[src/rtl/core/vector_clock_unit_macros.svh]
// ----------------------------------------------------------------------------
// Vector clock unit assertion macros
// Shared concurrent assertion forms, clocked and reset-qualified.
// ----------------------------------------------------------------------------
`ifndef VECTOR_CLOCK_UNIT_MACROS_SVH
`define VECTOR_CLOCK_UNIT_MACROS_SVH

// same-cycle implication
`define VCU_ASSERT_IMP(lbl, ck, rn, ante, cons) \
  lbl: assert property (@(posedge ck) disable iff (!rn) (ante) |-> (cons)) \
    else $error("vcu: same-cycle check failed");

// next-cycle implication
`define VCU_ASSERT_NXT(lbl, ck, rn, ante, cons) \
  lbl: assert property (@(posedge ck) disable iff (!rn) (ante) |=> (cons)) \
    else $error("vcu: next-cycle check failed");

`endif

[src/rtl/core/vcu_pkg.sv]
// ----------------------------------------------------------------------------
// Vector clock unit package
// Command codes, field widths and the item types passed between stages.
// ----------------------------------------------------------------------------
package vcu_pkg;

  localparam int unsigned CmdW = 3;
  localparam int unsigned IdW  = 4;
  localparam int unsigned ValW = 31;

  localparam logic [ValW-1:0] ValMax = 31'h7FFF_FFFF;

  typedef enum logic [CmdW-1:0] {
    CMD_INC     = 3'd0,
    CMD_SET     = 3'd1,
    CMD_MERGE   = 3'd2,
    CMD_COMPARE = 3'd3,
    CMD_READ    = 3'd4,
    CMD_CLEAR   = 3'd5
  } cmd_e;

  typedef enum logic [2:0] {
    ST_IDLE = 3'b001,
    ST_EXEC = 3'b010,
    ST_BUMP = 3'b100
  } bstate_e;

  typedef struct packed {
    cmd_e            cmd;
    logic [IdW-1:0]  id;
    logic            ok;
    logic [ValW-1:0] value;
    logic            has;
    logic            last;
  } op_t;

  typedef struct packed {
    logic            compare_le;
    logic            compare_done;
    logic            read_present;
    logic [ValW-1:0] read_value;
  } res_t;

endpackage

[src/rtl/core/vcu_front.sv]
// ----------------------------------------------------------------------------
// Vector clock unit front end
// Accepts input items, decodes the command and range-checks the index.
// ----------------------------------------------------------------------------
module vcu_front #(
  parameter int unsigned NUM_PROCS = 16
) (
  input  logic                        in_valid_i,
  output logic                        in_ready_o,
  input  logic [vcu_pkg::CmdW-1:0]    command_i,
  input  logic [vcu_pkg::IdW-1:0]     entry_id_i,
  input  logic [vcu_pkg::ValW-1:0]    entry_value_i,
  input  logic                        has_entry_i,
  input  logic                        last_i,
  output logic                        push_o,
  input  logic                        full_i,
  output vcu_pkg::op_t                op_o
);

  vcu_pkg::cmd_e cmd;

  always_comb begin
    case (command_i)
      vcu_pkg::CMD_INC:     cmd = vcu_pkg::CMD_INC;
      vcu_pkg::CMD_SET:     cmd = vcu_pkg::CMD_SET;
      vcu_pkg::CMD_MERGE:   cmd = vcu_pkg::CMD_MERGE;
      vcu_pkg::CMD_COMPARE: cmd = vcu_pkg::CMD_COMPARE;
      vcu_pkg::CMD_CLEAR:   cmd = vcu_pkg::CMD_CLEAR;
      default:              cmd = vcu_pkg::CMD_READ;
    endcase
  end

  assign in_ready_o = !full_i;
  assign push_o     = in_valid_i && !full_i;

  assign op_o.cmd   = cmd;
  assign op_o.id    = entry_id_i;
  assign op_o.ok    = (32'(entry_id_i) < NUM_PROCS);
  assign op_o.value = entry_value_i;
  assign op_o.has   = has_entry_i;
  assign op_o.last  = last_i;

endmodule

[src/rtl/core/vcu_queue.sv]
// ----------------------------------------------------------------------------
// Vector clock unit item queue
// Two-entry queue decoupling the front end from the back end.
// ----------------------------------------------------------------------------
module vcu_queue (
  input  logic         clk_i,
  input  logic         rst_ni,
  input  logic         push_i,
  input  vcu_pkg::op_t op_i,
  output logic         full_o,
  output logic         valid_o,
  input  logic         pop_i,
  output vcu_pkg::op_t op_o
);

  vcu_pkg::op_t slot_q [2];
  logic         wr_ptr_q, wr_ptr_d;
  logic         rd_ptr_q, rd_ptr_d;
  logic [1:0]   cnt_q, cnt_d;
  logic         do_push, do_pop;

  assign full_o  = (cnt_q == 2'd2);
  assign valid_o = (cnt_q != 2'd0);
  assign op_o    = slot_q[rd_ptr_q];
  assign do_push = push_i && !full_o;
  assign do_pop  = pop_i && valid_o;

  always_comb begin
    wr_ptr_d = wr_ptr_q ^ do_push;
    rd_ptr_d = rd_ptr_q ^ do_pop;
    cnt_d    = cnt_q + 2'(do_push) - 2'(do_pop);
  end

  always_ff @(posedge clk_i or negedge rst_ni) begin
    if (!rst_ni) begin
      wr_ptr_q <= 1'b0;
      rd_ptr_q <= 1'b0;
      cnt_q    <= 2'd0;
    end else begin
      wr_ptr_q <= wr_ptr_d;
      rd_ptr_q <= rd_ptr_d;
      cnt_q    <= cnt_d;
    end
  end

  always_ff @(posedge clk_i) begin
    if (do_push) begin
      slot_q[wr_ptr_q] <= op_i;
    end
  end

endmodule

[src/rtl/core/vcu_back.sv]
// ----------------------------------------------------------------------------
// Vector clock unit back end
// Executes items against the counter memory and holds the result register.
// ----------------------------------------------------------------------------
`include "vector_clock_unit_macros.svh"

module vcu_back #(
  parameter int unsigned NUM_PROCS = 16
) (
  input  logic                    clk_i,
  input  logic                    rst_ni,
  input  logic [vcu_pkg::IdW-1:0] own_id_i,
  input  logic                    op_valid_i,
  input  vcu_pkg::op_t            op_i,
  output logic                    op_pop_o,
  output logic                    out_valid_o,
  input  logic                    out_ready_i,
  output vcu_pkg::res_t           out_o
);

  localparam int unsigned IW = (NUM_PROCS > 1) ? $clog2(NUM_PROCS) : 1;

  vcu_pkg::bstate_e         state_q, state_d;
  vcu_pkg::op_t             op_q;
  logic [vcu_pkg::ValW-1:0] mem_q [NUM_PROCS];
  logic [vcu_pkg::ValW-1:0] rdata_q;
  logic [IW-1:0]            raddr, waddr;
  logic                     we;
  logic [vcu_pkg::ValW-1:0] wdata;

  logic [NUM_PROCS-1:0]     present_q, present_d;
  logic [NUM_PROCS-1:0]     seen_q, seen_d;
  logic                     failed_q, failed_d;

  logic [vcu_pkg::ValW-1:0] res_val_q, res_val_d;
  logic                     res_pres_q, res_pres_d;
  logic                     wrote_q, wrote_d;
  logic [vcu_pkg::ValW-1:0] wval_q, wval_d;

  logic                     out_valid_q;
  vcu_pkg::res_t            out_q, out_d;
  logic                     out_load, out_ready_w;

  logic [IW-1:0]            idx_i, idx_q, own_idx;
  logic                     own_ok;
  logic                     cur_pres;
  logic [vcu_pkg::ValW-1:0] cur_val, inc_val, max_val;
  logic [vcu_pkg::ValW-1:0] own_cur, own_inc;
  logic                     exec_pres;
  logic [vcu_pkg::ValW-1:0] exec_val;
  logic                     cmp_done, cmp_le;

  assign idx_i   = IW'(op_i.id);
  assign idx_q   = IW'(op_q.id);
  assign own_idx = IW'(own_id_i);
  assign own_ok  = (32'(own_id_i) < NUM_PROCS);

  assign cur_pres = op_q.ok && present_q[idx_q];
  assign cur_val  = cur_pres ? rdata_q : '0;
  assign inc_val  = (cur_val == vcu_pkg::ValMax) ? cur_val : cur_val + 31'd1;
  assign max_val  = (cur_val > op_q.value) ? cur_val : op_q.value;

  assign own_cur  = (wrote_q && (own_idx == idx_q)) ? wval_q
                  : (present_q[own_idx] ? rdata_q : '0);
  assign own_inc  = (own_cur == vcu_pkg::ValMax) ? own_cur : own_cur + 31'd1;

  assign out_ready_w = !out_valid_q || out_ready_i;
  assign out_valid_o = out_valid_q;
  assign out_o       = out_q;

  always_comb begin
    state_d    = state_q;
    op_pop_o   = 1'b0;
    raddr      = idx_i;
    we         = 1'b0;
    waddr      = idx_q;
    wdata      = inc_val;
    present_d  = present_q;
    seen_d     = seen_q;
    failed_d   = failed_q;
    res_val_d  = res_val_q;
    res_pres_d = res_pres_q;
    wrote_d    = wrote_q;
    wval_d     = wval_q;
    out_load   = 1'b0;
    out_d      = out_q;
    cmp_done   = 1'b0;
    cmp_le     = 1'b0;
    exec_val   = cur_val;
    exec_pres  = cur_pres;
    case (state_q)
      vcu_pkg::ST_IDLE: begin
        if (op_valid_i && out_ready_w) begin
          op_pop_o = 1'b1;
          state_d  = vcu_pkg::ST_EXEC;
        end
      end
      vcu_pkg::ST_EXEC: begin
        raddr = own_idx;
        case (op_q.cmd)
          vcu_pkg::CMD_INC: begin
            we    = op_q.ok;
            wdata = inc_val;
          end
          vcu_pkg::CMD_SET: begin
            we    = op_q.ok;
            wdata = op_q.value;
          end
          vcu_pkg::CMD_MERGE: begin
            we    = op_q.ok && op_q.has;
            wdata = max_val;
          end
          vcu_pkg::CMD_COMPARE: begin
            if (op_q.ok && op_q.has) begin
              seen_d[idx_q] = 1'b1;
              if (cur_pres && (rdata_q > op_q.value)) begin
                failed_d = 1'b1;
              end
            end
            if (op_q.last) begin
              cmp_done = 1'b1;
              cmp_le   = !failed_d && ((present_q & ~seen_d) == '0);
              seen_d   = '0;
              failed_d = 1'b0;
            end
          end
          vcu_pkg::CMD_CLEAR: begin
            present_d = '0;
            seen_d    = '0;
            failed_d  = 1'b0;
            exec_val  = '0;
            exec_pres = 1'b0;
          end
          default: ;
        endcase
        if (we) begin
          present_d[idx_q] = 1'b1;
          exec_val         = wdata;
          exec_pres        = 1'b1;
        end
        if ((op_q.cmd == vcu_pkg::CMD_MERGE) && op_q.last && own_ok) begin
          res_val_d  = exec_val;
          res_pres_d = exec_pres;
          wrote_d    = we;
          wval_d     = wdata;
          state_d    = vcu_pkg::ST_BUMP;
        end else begin
          out_load           = 1'b1;
          out_d.read_value   = exec_val;
          out_d.read_present = exec_pres;
          out_d.compare_done = cmp_done;
          out_d.compare_le   = cmp_le;
          state_d            = vcu_pkg::ST_IDLE;
        end
      end
      vcu_pkg::ST_BUMP: begin
        we                 = 1'b1;
        waddr              = own_idx;
        wdata              = own_inc;
        present_d[own_idx] = 1'b1;
        out_load           = 1'b1;
        if (op_q.ok && (own_idx == idx_q)) begin
          out_d.read_value   = own_inc;
          out_d.read_present = 1'b1;
        end else begin
          out_d.read_value   = res_val_q;
          out_d.read_present = res_pres_q;
        end
        out_d.compare_done = 1'b0;
        out_d.compare_le   = 1'b0;
        state_d            = vcu_pkg::ST_IDLE;
      end
      default: begin
        state_d = vcu_pkg::ST_IDLE;
      end
    endcase
  end

  always_ff @(posedge clk_i or negedge rst_ni) begin
    if (!rst_ni) begin
      state_q     <= vcu_pkg::ST_IDLE;
      present_q   <= '0;
      seen_q      <= '0;
      failed_q    <= 1'b0;
      out_valid_q <= 1'b0;
    end else begin
      state_q   <= state_d;
      present_q <= present_d;
      seen_q    <= seen_d;
      failed_q  <= failed_d;
      if (out_load) begin
        out_valid_q <= 1'b1;
      end else if (out_ready_i) begin
        out_valid_q <= 1'b0;
      end
    end
  end

  always_ff @(posedge clk_i) begin
    if (op_pop_o) begin
      op_q <= op_i;
    end
    if (out_load) begin
      out_q <= out_d;
    end
    res_val_q  <= res_val_d;
    res_pres_q <= res_pres_d;
    wrote_q    <= wrote_d;
    wval_q     <= wval_d;
  end

  always_ff @(posedge clk_i) begin
    if (we) begin
      mem_q[waddr] <= wdata;
    end
    rdata_q <= mem_q[raddr];
  end

  `VCU_ASSERT_IMP(a_pop_out_free, clk_i, rst_ni, op_pop_o, out_ready_w)
  `VCU_ASSERT_IMP(a_load_empty, clk_i, rst_ni, out_load, !out_valid_q)
  `VCU_ASSERT_IMP(a_bump_after_exec, clk_i, rst_ni, state_q == vcu_pkg::ST_BUMP, $past(state_q) == vcu_pkg::ST_EXEC)
  `VCU_ASSERT_NXT(a_cmp_end_clears, clk_i, rst_ni, out_load && out_d.compare_done, (seen_q == '0) && !failed_q)
  `VCU_ASSERT_IMP(a_le_needs_done, clk_i, rst_ni, out_valid_q && out_q.compare_le, out_q.compare_done)

endmodule

[src/rtl/core/vector_clock_unit.sv]
// ----------------------------------------------------------------------------
// Vector clock unit
// Vector clock of NUM_PROCS counters with present bits, driven by commands.
//
// Input items arrive on s_axis: tuser carries the command and the has-entry
// flag, tdata the entry index and value, tlast the end of a merge or compare
// run. Each item gives exactly one result item on m_axis: the counter at the
// addressed index after the command, its present bit, and the compare
// outcome on the last item of a compare run. own_id is written through
// cfg_we_i / cfg_wdata_i; the user writes it only while the block is idle;
// the block has no check for this. An item is registered with the registered
// read of its counter, then updated while loading the result register; a merge
// last item adds a read-modify-write of the own entry if own_id is in range.
// A new item is taken only once the previous one is done and the result is free.
// Reset empties the clock (all entries absent) and clears own_id; the
// counter memory is not swept, absent entries read as zero.
// A stalled result holds m_axis; a two-entry queue behind s_axis keeps
// taking items until full.
// ----------------------------------------------------------------------------
module vector_clock_unit #(
  parameter int unsigned NUM_PROCS = 16
) (
  input  logic        clk_i,
  input  logic        rst_ni,
  input  logic        s_axis_tvalid,
  output logic        s_axis_tready,
  input  logic [39:0] s_axis_tdata,  // entry_id[3:0], entry_value[34:4], zero pad
  input  logic [3:0]  s_axis_tuser,  // command[2:0], has_entry[3]
  input  logic        s_axis_tlast,
  output logic        m_axis_tvalid,
  input  logic        m_axis_tready,
  output logic [39:0] m_axis_tdata,  // read_value[30:0], read_present[31],
                                     // compare_done[32], compare_le[33], zero pad
  input  logic        cfg_we_i,
  input  logic [3:0]  cfg_wdata_i
);

  logic [vcu_pkg::IdW-1:0] own_id_q;
  logic                    push, full, q_valid, pop;
  vcu_pkg::op_t            op_in, op_head;
  vcu_pkg::res_t           res;

  always_ff @(posedge clk_i or negedge rst_ni) begin
    if (!rst_ni) begin
      own_id_q <= '0;
    end else if (cfg_we_i) begin
      own_id_q <= cfg_wdata_i;
    end
  end

  vcu_front #(
    .NUM_PROCS(NUM_PROCS)
  ) u_front (
    .in_valid_i   (s_axis_tvalid),
    .in_ready_o   (s_axis_tready),
    .command_i    (s_axis_tuser[2:0]),
    .entry_id_i   (s_axis_tdata[3:0]),
    .entry_value_i(s_axis_tdata[34:4]),
    .has_entry_i  (s_axis_tuser[3]),
    .last_i       (s_axis_tlast),
    .push_o       (push),
    .full_i       (full),
    .op_o         (op_in)
  );

  vcu_queue u_queue (
    .clk_i  (clk_i),
    .rst_ni (rst_ni),
    .push_i (push),
    .op_i   (op_in),
    .full_o (full),
    .valid_o(q_valid),
    .pop_i  (pop),
    .op_o   (op_head)
  );

  vcu_back #(
    .NUM_PROCS(NUM_PROCS)
  ) u_back (
    .clk_i      (clk_i),
    .rst_ni     (rst_ni),
    .own_id_i   (own_id_q),
    .op_valid_i (q_valid),
    .op_i       (op_head),
    .op_pop_o   (pop),
    .out_valid_o(m_axis_tvalid),
    .out_ready_i(m_axis_tready),
    .out_o      (res)
  );

  assign m_axis_tdata = {6'b0, res.compare_le, res.compare_done, res.read_present,
                         res.read_value};

endmodule
[config.mk]
export PLATFORM = sky130hd
export DESIGN_NAME = vector_clock_unit
export DESIGN_NICKNAME = d
export VERILOG_FILES = /design/src/rtl/core/vcu_pkg.sv /design/src/rtl/core/vcu_front.sv /design/src/rtl/core/vcu_queue.sv /design/src/rtl/core/vcu_back.sv /design/src/rtl/core/vector_clock_unit.sv
export VERILOG_INCLUDE_DIRS = /design/src /design/src/rtl/core
export SDC_FILE = /design/constraint.sdc
export NUM_CORES = 1
export LEC_CHECK = 0
export ABC_CLOCK_PERIOD_IN_PS = 9200
export BUFFER_PORTS_ARGS = -buffer_cell sky130_fd_sc_hd__buf_2
export CAP_MARGIN = 30
export CORE_UTILIZATION = 60
export CTS_CLUSTER_SIZE = 16
export DETAILED_ROUTE_END_ITERATION = 7
export PLACE_DENSITY = 0.75
export SLEW_MARGIN = 20
export SYNTH_ARGS = -nofsm -noshare
export SYNTH_HDL_FRONTEND = slang
export SYNTH_SLANG_ARGS = --single-unit
[constraint.sdc]
create_clock -name clk_i -period 9.2 [get_ports clk_i]
set_input_delay 0.92 -clock clk_i [delete_from_list [all_inputs] [get_ports clk_i]]
set_output_delay 0.92 -clock clk_i [all_outputs]
set_load 0.03 [all_outputs]
## Yosys cells after proc, flatten, opt, wreduce, memory -nomap -nowiden

Memory sizes are Yosys's and may differ from the RTL's. A register that Yosys moved wholly into a read port is not among the register bits.
Cells that the tools add are included.

| word-level totals | value |
|---|---|
| register bits | 184 |
| latch bits | 0 |
| bits in writable memories | 576 |
| bits in read-only memories | 0 |
| bits of input ports | 54 |
| output and inout port bits | 42 |
| word-level logic and storage cells | 148 |
| memories kept | 2 |

| cells by class | value |
|---|---|
| $add $sub $neg | 4 |
| $mul | 0 |
| divide/modulo/power cells | 0 |
| $lt $le $gt $ge | 6 |
| equality and inequality tests | 17 |
| shifts and indexed selects | 0 |
| muxes and demuxes | 61 |
| bitwise gates (word level) | 7 |
| reduce and logical (&&, ||, !) cells | 28 |

Memory list:

| memory | depth | bits a word | rd ports | clocked after Yosys merged registers in | wr ports | RTL line | text |
|---|---|---|---|---|---|---|---|
| u_back.mem_q | 16 | 31 | 1 | 1 | 1 | vcu_back.sv:25 | `logic [vcu_pkg::ValW-1:0] mem_q [NUM_PROCS];` |
| u_queue.slot_q | 2 | 40 | 1 | 0 | 1 | vcu_queue.sv:16 | `vcu_pkg::op_t slot_q [2];` |

Operators by type and width:

| cell | number |
|---|---|
| $mux W31 | 8 |
| $pmux W31 S2 | 2 |
| $mux W16 | 7 |
| $pmux W34 S2 | 1 |
| $pmux W16 S2 | 2 |
| $add A31 B1 Y31 const B | 2 |
| $eq A31 B31 Y1 const B | 2 |
| $gt A31 B31 Y1 | 2 |
| $or A16 B16 Y16 | 3 |
| $mux W34 | 1 |
| $mux W32 | 1 |
| $mux W1 | 25 |
| $and A16 B16 Y16 | 1 |
| $logic_not A16 Y1 | 1 |
| $not A16 Y16 | 1 |
| $eq A3 B2 Y1 const B | 5 |
| $pmux W3 S5 | 1 |
| $logic_and A1 B1 Y1 | 13 |
| $lt A4 B5 Y1 const B | 2 |
| $eq A3 B1 Y1 const B | 3 |
| $eq A3 B3 Y1 const B | 3 |
| $bmux W1 S4 | 2 |
| $demux W1 S4 | 2 |
| $ge A4 B1 Y1 const B | 2 |
| 18 further kinds | 31 |

## Longest topological paths before layout

| logic depth | value |
|---|---|
| depth after elaboration | 16 |
| depth in mapped cells | 25 |
| depth with buffers taken out | 18 |

## Cells and area by module

Synthesis repeated with hierarchy kept, for this count alone.

| unflattened totals | value |
|---|---|
| cell total of the unflattened synthesis | 2,923 |
| area, all modules | 36,512.5 µm² |

Modules (own cells, without submodules):

| module | times used | cells an instance | area each (µm²) |
|---|---|---|---|
| vcu_back | 1 | 2,716 | 32,618.8 |
| vcu_queue | 1 | 148 | 3,383.2 |
| vcu_front | 1 | 44 | 316.6 |
| vector_clock_unit | 1 | 15 | 193.9 |

## Worst setup path before layout

Ideal clock, no wire load.

| path | value |
|---|---|
| path kind | reg2reg |
| from | register u_back.op_q (netlist bit u_back.idx_q[0]) |
| to | memory u_back.mem_q[0][17] (netlist name) (data pin) |
| setup time | 0.330 ns |
| arrival | 5.459 ns |
| data required time | 8.870 ns |
| path slack | 3.410 ns |
| stages on the path, launching flop included | 23 |
| buffers on the path | 7 |
| clock period less this slack | 5.790 ns |
| path through | edfxtp_1 -> buf_4 -> buf_6 -> mux2i_1 -> a221o_1 -> o22ai_1 -> buf_2 -> buf_2 -> clkbuf_1 -> clkbuf_1 -> nand2_1 -> inv_1 -> ha_1 -> o21ai_0 -> nor2_1 -> a2111o_1 -> a211o_1 -> a2111oi_1 -> a32oi_1 -> a21oi_2 -> buf_2 -> a221oi_1 -> o21ai_0 |

| between the ends | value |
|---|---|
| longest elaborated chain between the ends | 8 |
| elaborated cells between the ends (all ways) | 17 |

Ends and longest elaborated chain:

| element | RTL line | text |
|---|---|---|
| from (decl) | vcu_back.sv:24 | `vcu_pkg::op_t op_q;` |
| from (signal assigned) | vcu_back.sv:201 | `op_q <= op_i;` |
| $bmux W1 S4 | vcu_back.sv:58 | `assign cur_pres = op_q.ok && present_q[idx_q];` |
| $mux W1 (implied by the code) | vcu_back.sv:58 |  |
| $logic_and A1 B1 Y1 | vcu_back.sv:58 |  |
| $mux W31 | vcu_back.sv:59 | `assign cur_val = cur_pres ? rdata_q : '0;` |
| $add A31 B1 Y31, or another cell as far along | vcu_back.sv:60 | `assign inc_val = (cur_val == vcu_pkg::ValMax) ? cur_val : cur_val + 31'd1;` |
| $mux W31 (on tied branches) | vcu_back.sv:60, vcu_back.sv:61 |  |
| $pmux W31 S2 | vcu_back.sv:100 | `case (op_q.cmd)` |
| $pmux W31 S2 * | vcu_back.sv:91 | `case (state_q)` |
| named net u_back.wdata, one bit | vcu_back.sv:29 | `logic [vcu_pkg::ValW-1:0] wdata;` |
| to (decl) | vcu_back.sv:25 |  |

The timed path passes the listed nets; every way through them passes the cells marked *. The select of a mux whose other input is x is not followed.

## Final worst setup path

| path | value |
|---|---|
| from | register u_back.op_q (netlist bit u_back.idx_q[0]) |
| to | memory u_back.mem_q[4][7] (netlist name) (data pin) |

Same word-level chain as after synthesis.

==> results.json <==
{
  "synth_ff_type": "edfxtp_1",
  "num_vias": 22496,
  "wl_met1_mm": 35.72,
  "postRouteAntennaNets": 0,
  "finalCriticalPeriod_ps": 7135,
  "cts_resized": 0,
  "wl_met2_mm": 44.90,
  "drt-pass1-iter-count": 6,
  "worstMarginPinSlew_ps": 1043,
  "num_rows": 88,
  "yosys_warnings": 0,
  "ys_seq_area_share_pct": 65.28,
  "die_area_um2": 60180,
  "grt_pass1_wl_mm": 136.3,
  "p_per_area_nw_per_um2": 367.2,
  "start_util_pct": 61.10,
  "holdCritPathClass": "in -> async",
  "final_common_cell": "edfxtp_1",
  "start_kind": "flip-flop",
  "rsz0062_at_grt": "no",
  "drv_cap": 0,
  "gr-total-overflow": 0,
  "nets": 2651,
  "clk_path_buf_depth": 3,
  "outcome": "finished, final reports clean",
  "cpPeakStageDelay_ps": 770,
  "diodes": 0,
  "drive_gt1_share_pct": 19.61,
  "io-pin-count": 96,
  "htree_levels": 3,
  "coreArea_um2": 58140,
  "drt_wl_total_mm": 91.49,
  "drc": 0,
  "r2r_slack_ps": 2070,
  "worst-r2r-cell-count": 18,
  "fill_cells": 3843,
  "synth-seq-cells": 790,
  "cts-buffers-inserted": 78,
  "grt_max_degree": 110,
  "clock-sinks": 790,
  "cp_slowest_cell": "edfxtp_1",
  "critical_path.max_fanout": 19,
  "r2r-start": "u_back.idx_q[0]",
  "finalHoldViolations": 0,
  "endpoint_kind": "flip-flop",
  "cts_tree": "yes",
  "synth_area_um2": 35520,
  "peakVddDrop_mv": 0.2705,
  "dr_wl_met3_mm": 7.764,
  "crit_path_frequent_cell": "buf_4",
  "syn_inst": 2437,
  "critPathKind": "reg -> reg",
  "drv_slew": 0,
  "avgSynthCellArea_um2": 14.58,
  "mostFrequentLayoutCells": "edfxtp_1, nand2_1, a21oi_1",
  "finalSetupTns_ps": 0,
  "die_x_um": 245.3,
  "r2r-end": "u_back.mem_q[4][7]",
  "first_global_vias": 22258,
  "drtIter0Drc": 2570,
  "clk_pin_slew_worst_paths_ps": 60,
  "areaGrowthSynthToFinish_pct": 12.10,
  "grt_antenna_before_repair": 1,
  "min_period_over_period_pct": 77.55,
  "grt_usage_pct": 30.72,
  "gp_congestion": 0.9606,
  "slew_headroom_pct": 30.48,
  "leakagePower_uw": 0.01394,
  "async_flop_share_pct": 5.696,
  "viasPerCell": 6.683,
  "detail_route.wl_per_cell_um": 27.18,
  "setup_slack_ps": 2065,
  "synth_edf_count": 714,
  "worstPathRequired_ps": 9660,
  "clock-root-buffer": "clkbuf_16",
  "top_layer": "met5",
  "cts_hold_buf": 0,
  "crit_arrival_ps": 7590,
  "max_freq_mhz": 140.2,
  "path_cells": "mux2i_1, a221o_1, o22ai_4, buf_4, nand2_1, inv_1, ha_1, a211oi_1, nor2_1, a2111o_1, a211o_1, a2111oi_1, a32oi_1, a21oi_2, buf_4, a222oi_1, o221ai_1, buf_2",
  "clock_latency_ps": 650,
  "ys_types": 86,
  "cts_setup_buffers": 0,
  "die_h_um": 245.3,
  "fin_skew_ps": 28.43,
  "dpl.hpwl_mm": 56.59,
  "total_power_uw": 14620,
  "finalSetupViolations": 0,
  "port_buffers": 84,
  "pre_cts_ws_ps": 2054
}
==> cells in the mapped netlist (23+ instances only) <==
library cell / n / area share (%)
mux2i_1: 52 / 1.5
nand4_1: 32 / 0.56
dfrtp_1: 44 / 3.1
mux2_2: 46 / 1.5
edfxtp_1: 714 / 60
and3_1: 42 / 0.74
xnor2_1: 34 / 0.84
inv_1: 80 / 0.85
nor2_1: 146 / 1.5
clkbuf_1: 111 / 1.2
a211oi_1: 41 / 0.87
and2_1: 23 / 0.41
nand2_1: 159 / 1.7
dfxtp_1: 31 / 1.7
o21a_1: 25 / 0.53
mux4_2: 130 / 8.2
nand3_1: 50 / 0.70
o21ai_0: 73 / 1.0
xor2_1: 23 / 0.57
nor3_1: 33 / 0.46
a21oi_1: 145 / 2.0
nor2b_1: 45 / 0.79
ha_1: 60 / 2.1
==> power by group <==
part,switching [µW],internal (µW)
Combinational,3740,2110
Clock,1380,1830
Sequential,454,5100
Total,5580,9040
==> logic make-up (layout without fill, tap and decap cells) <==
group | after synthesis | in the layout | synth area share, %
multiplexers | 228 | 228 | 11.17
other | 1 | 6 | 0.01056
flip-flops | 790 | 790 | 65.28
adder cells (fa/ha/maj) | 60 | 60 | 2.113
AND/OR/NAND/NOR | 584 | 584 | 8.038
buffers and inverters | 230 | 389 | 2.656
AO/OA/AOI/OAI | 487 | 487 | 9.328
XOR/XNOR | 57 | 57 | 1.405
==> metal layers <==
layer / vias to the layer above / GRT usage, %
li1: 9732 / -
met4: 2 / 11.03
met2: 1191 / 50.05
met5: - / 0
met3: 237 / 5.653
met1: 11334 / 41.66
==> worst max path at each step <==
stage / endpoint / from / cells past startpoint
floorplan: u_back.mem_q[0][17] / u_back.idx_q[0] / 22
global placement: u_back.mem_q[12][7] / u_back.idx_q[0] / 16
detailed placement: u_back.mem_q[5][10] / u_back.idx_q[0] / 16
CTS: u_back.mem_q[7][10] / u_back.idx_q[0] / 17
global route: u_back.mem_q[14][7] / u_back.idx_q[0] / 18
finish: u_back.mem_q[4][7] / u_back.idx_q[0] / 18
==> worst max-delay path: cells and delay by family, from the launching register on <==
family	cells	cell delay, ps
AO/OA/AOI/OAI	10	4300
buffers and inverters	4	1160
flip-flops	1	770
adder cells (fa/ha/maj)	1	270
AND/OR/NAND/NOR	2	220
multiplexers	1	210
==> layout make-up <==
cell class | instances | area [µm²] | area share, %
clock buffers | 97 | 2083 | 5.232
clock inverters | 47 | 533.0 | 1.339
inverters | 82 | 307.8 | 0.7730
multi-input cells | 1422 | 11660 | 29.27
flip-flops and latches | 790 | 23190 | 58.23
well taps | 765 | 957.2 | 2.404
repair buffers | 163 | 1094 | 2.746
==> through the flow <==
step / hold WS (ps) / instance area (µm²) / util (%) / instances
CTS: 436.8 / 39660 / 68.23 / 3358
detailed placement: 497.5 / 37050 / 63.73 / 3214
finish: 150.8 / 39820 / 68.49 / 3366
global route: 146.5 / 39820 / 68.49 / 3366
global placement: 470.2 / 36980 / 63.60 / 3204
floorplan: 457.3 / 35540 / - / 2442
==> registers in the layout (all words and copies together) (netlist names) <==
| signal | flops |
|---|---|
| u_back.present_q | 16 |
| u_back.failed_q | 1 |
| u_back.res_pres_q | 1 |
| u_queue.rd_ptr_q | 1 |
| u_queue.slot_q | 80 |
| u_back.seen_q | 16 |
| u_queue.wr_ptr_q | 1 |
| u_back.idx_q | 4 |
| u_back.out_valid_o | 1 |
| u_back.wrote_q | 1 |
| u_back.out_o | 34 |
| u_queue.cnt_q | 2 |
| u_back.mem_q | 496 |
| u_back.state_q | 3 |
| u_back.res_val_q | 31 |
| u_back.wval_q | 31 |
| own_id_q | 4 |
| u_back.op_q | 36 |
| u_back.rdata_q | 31 |
No activity file was read; power rests on OpenSTA's default activity.
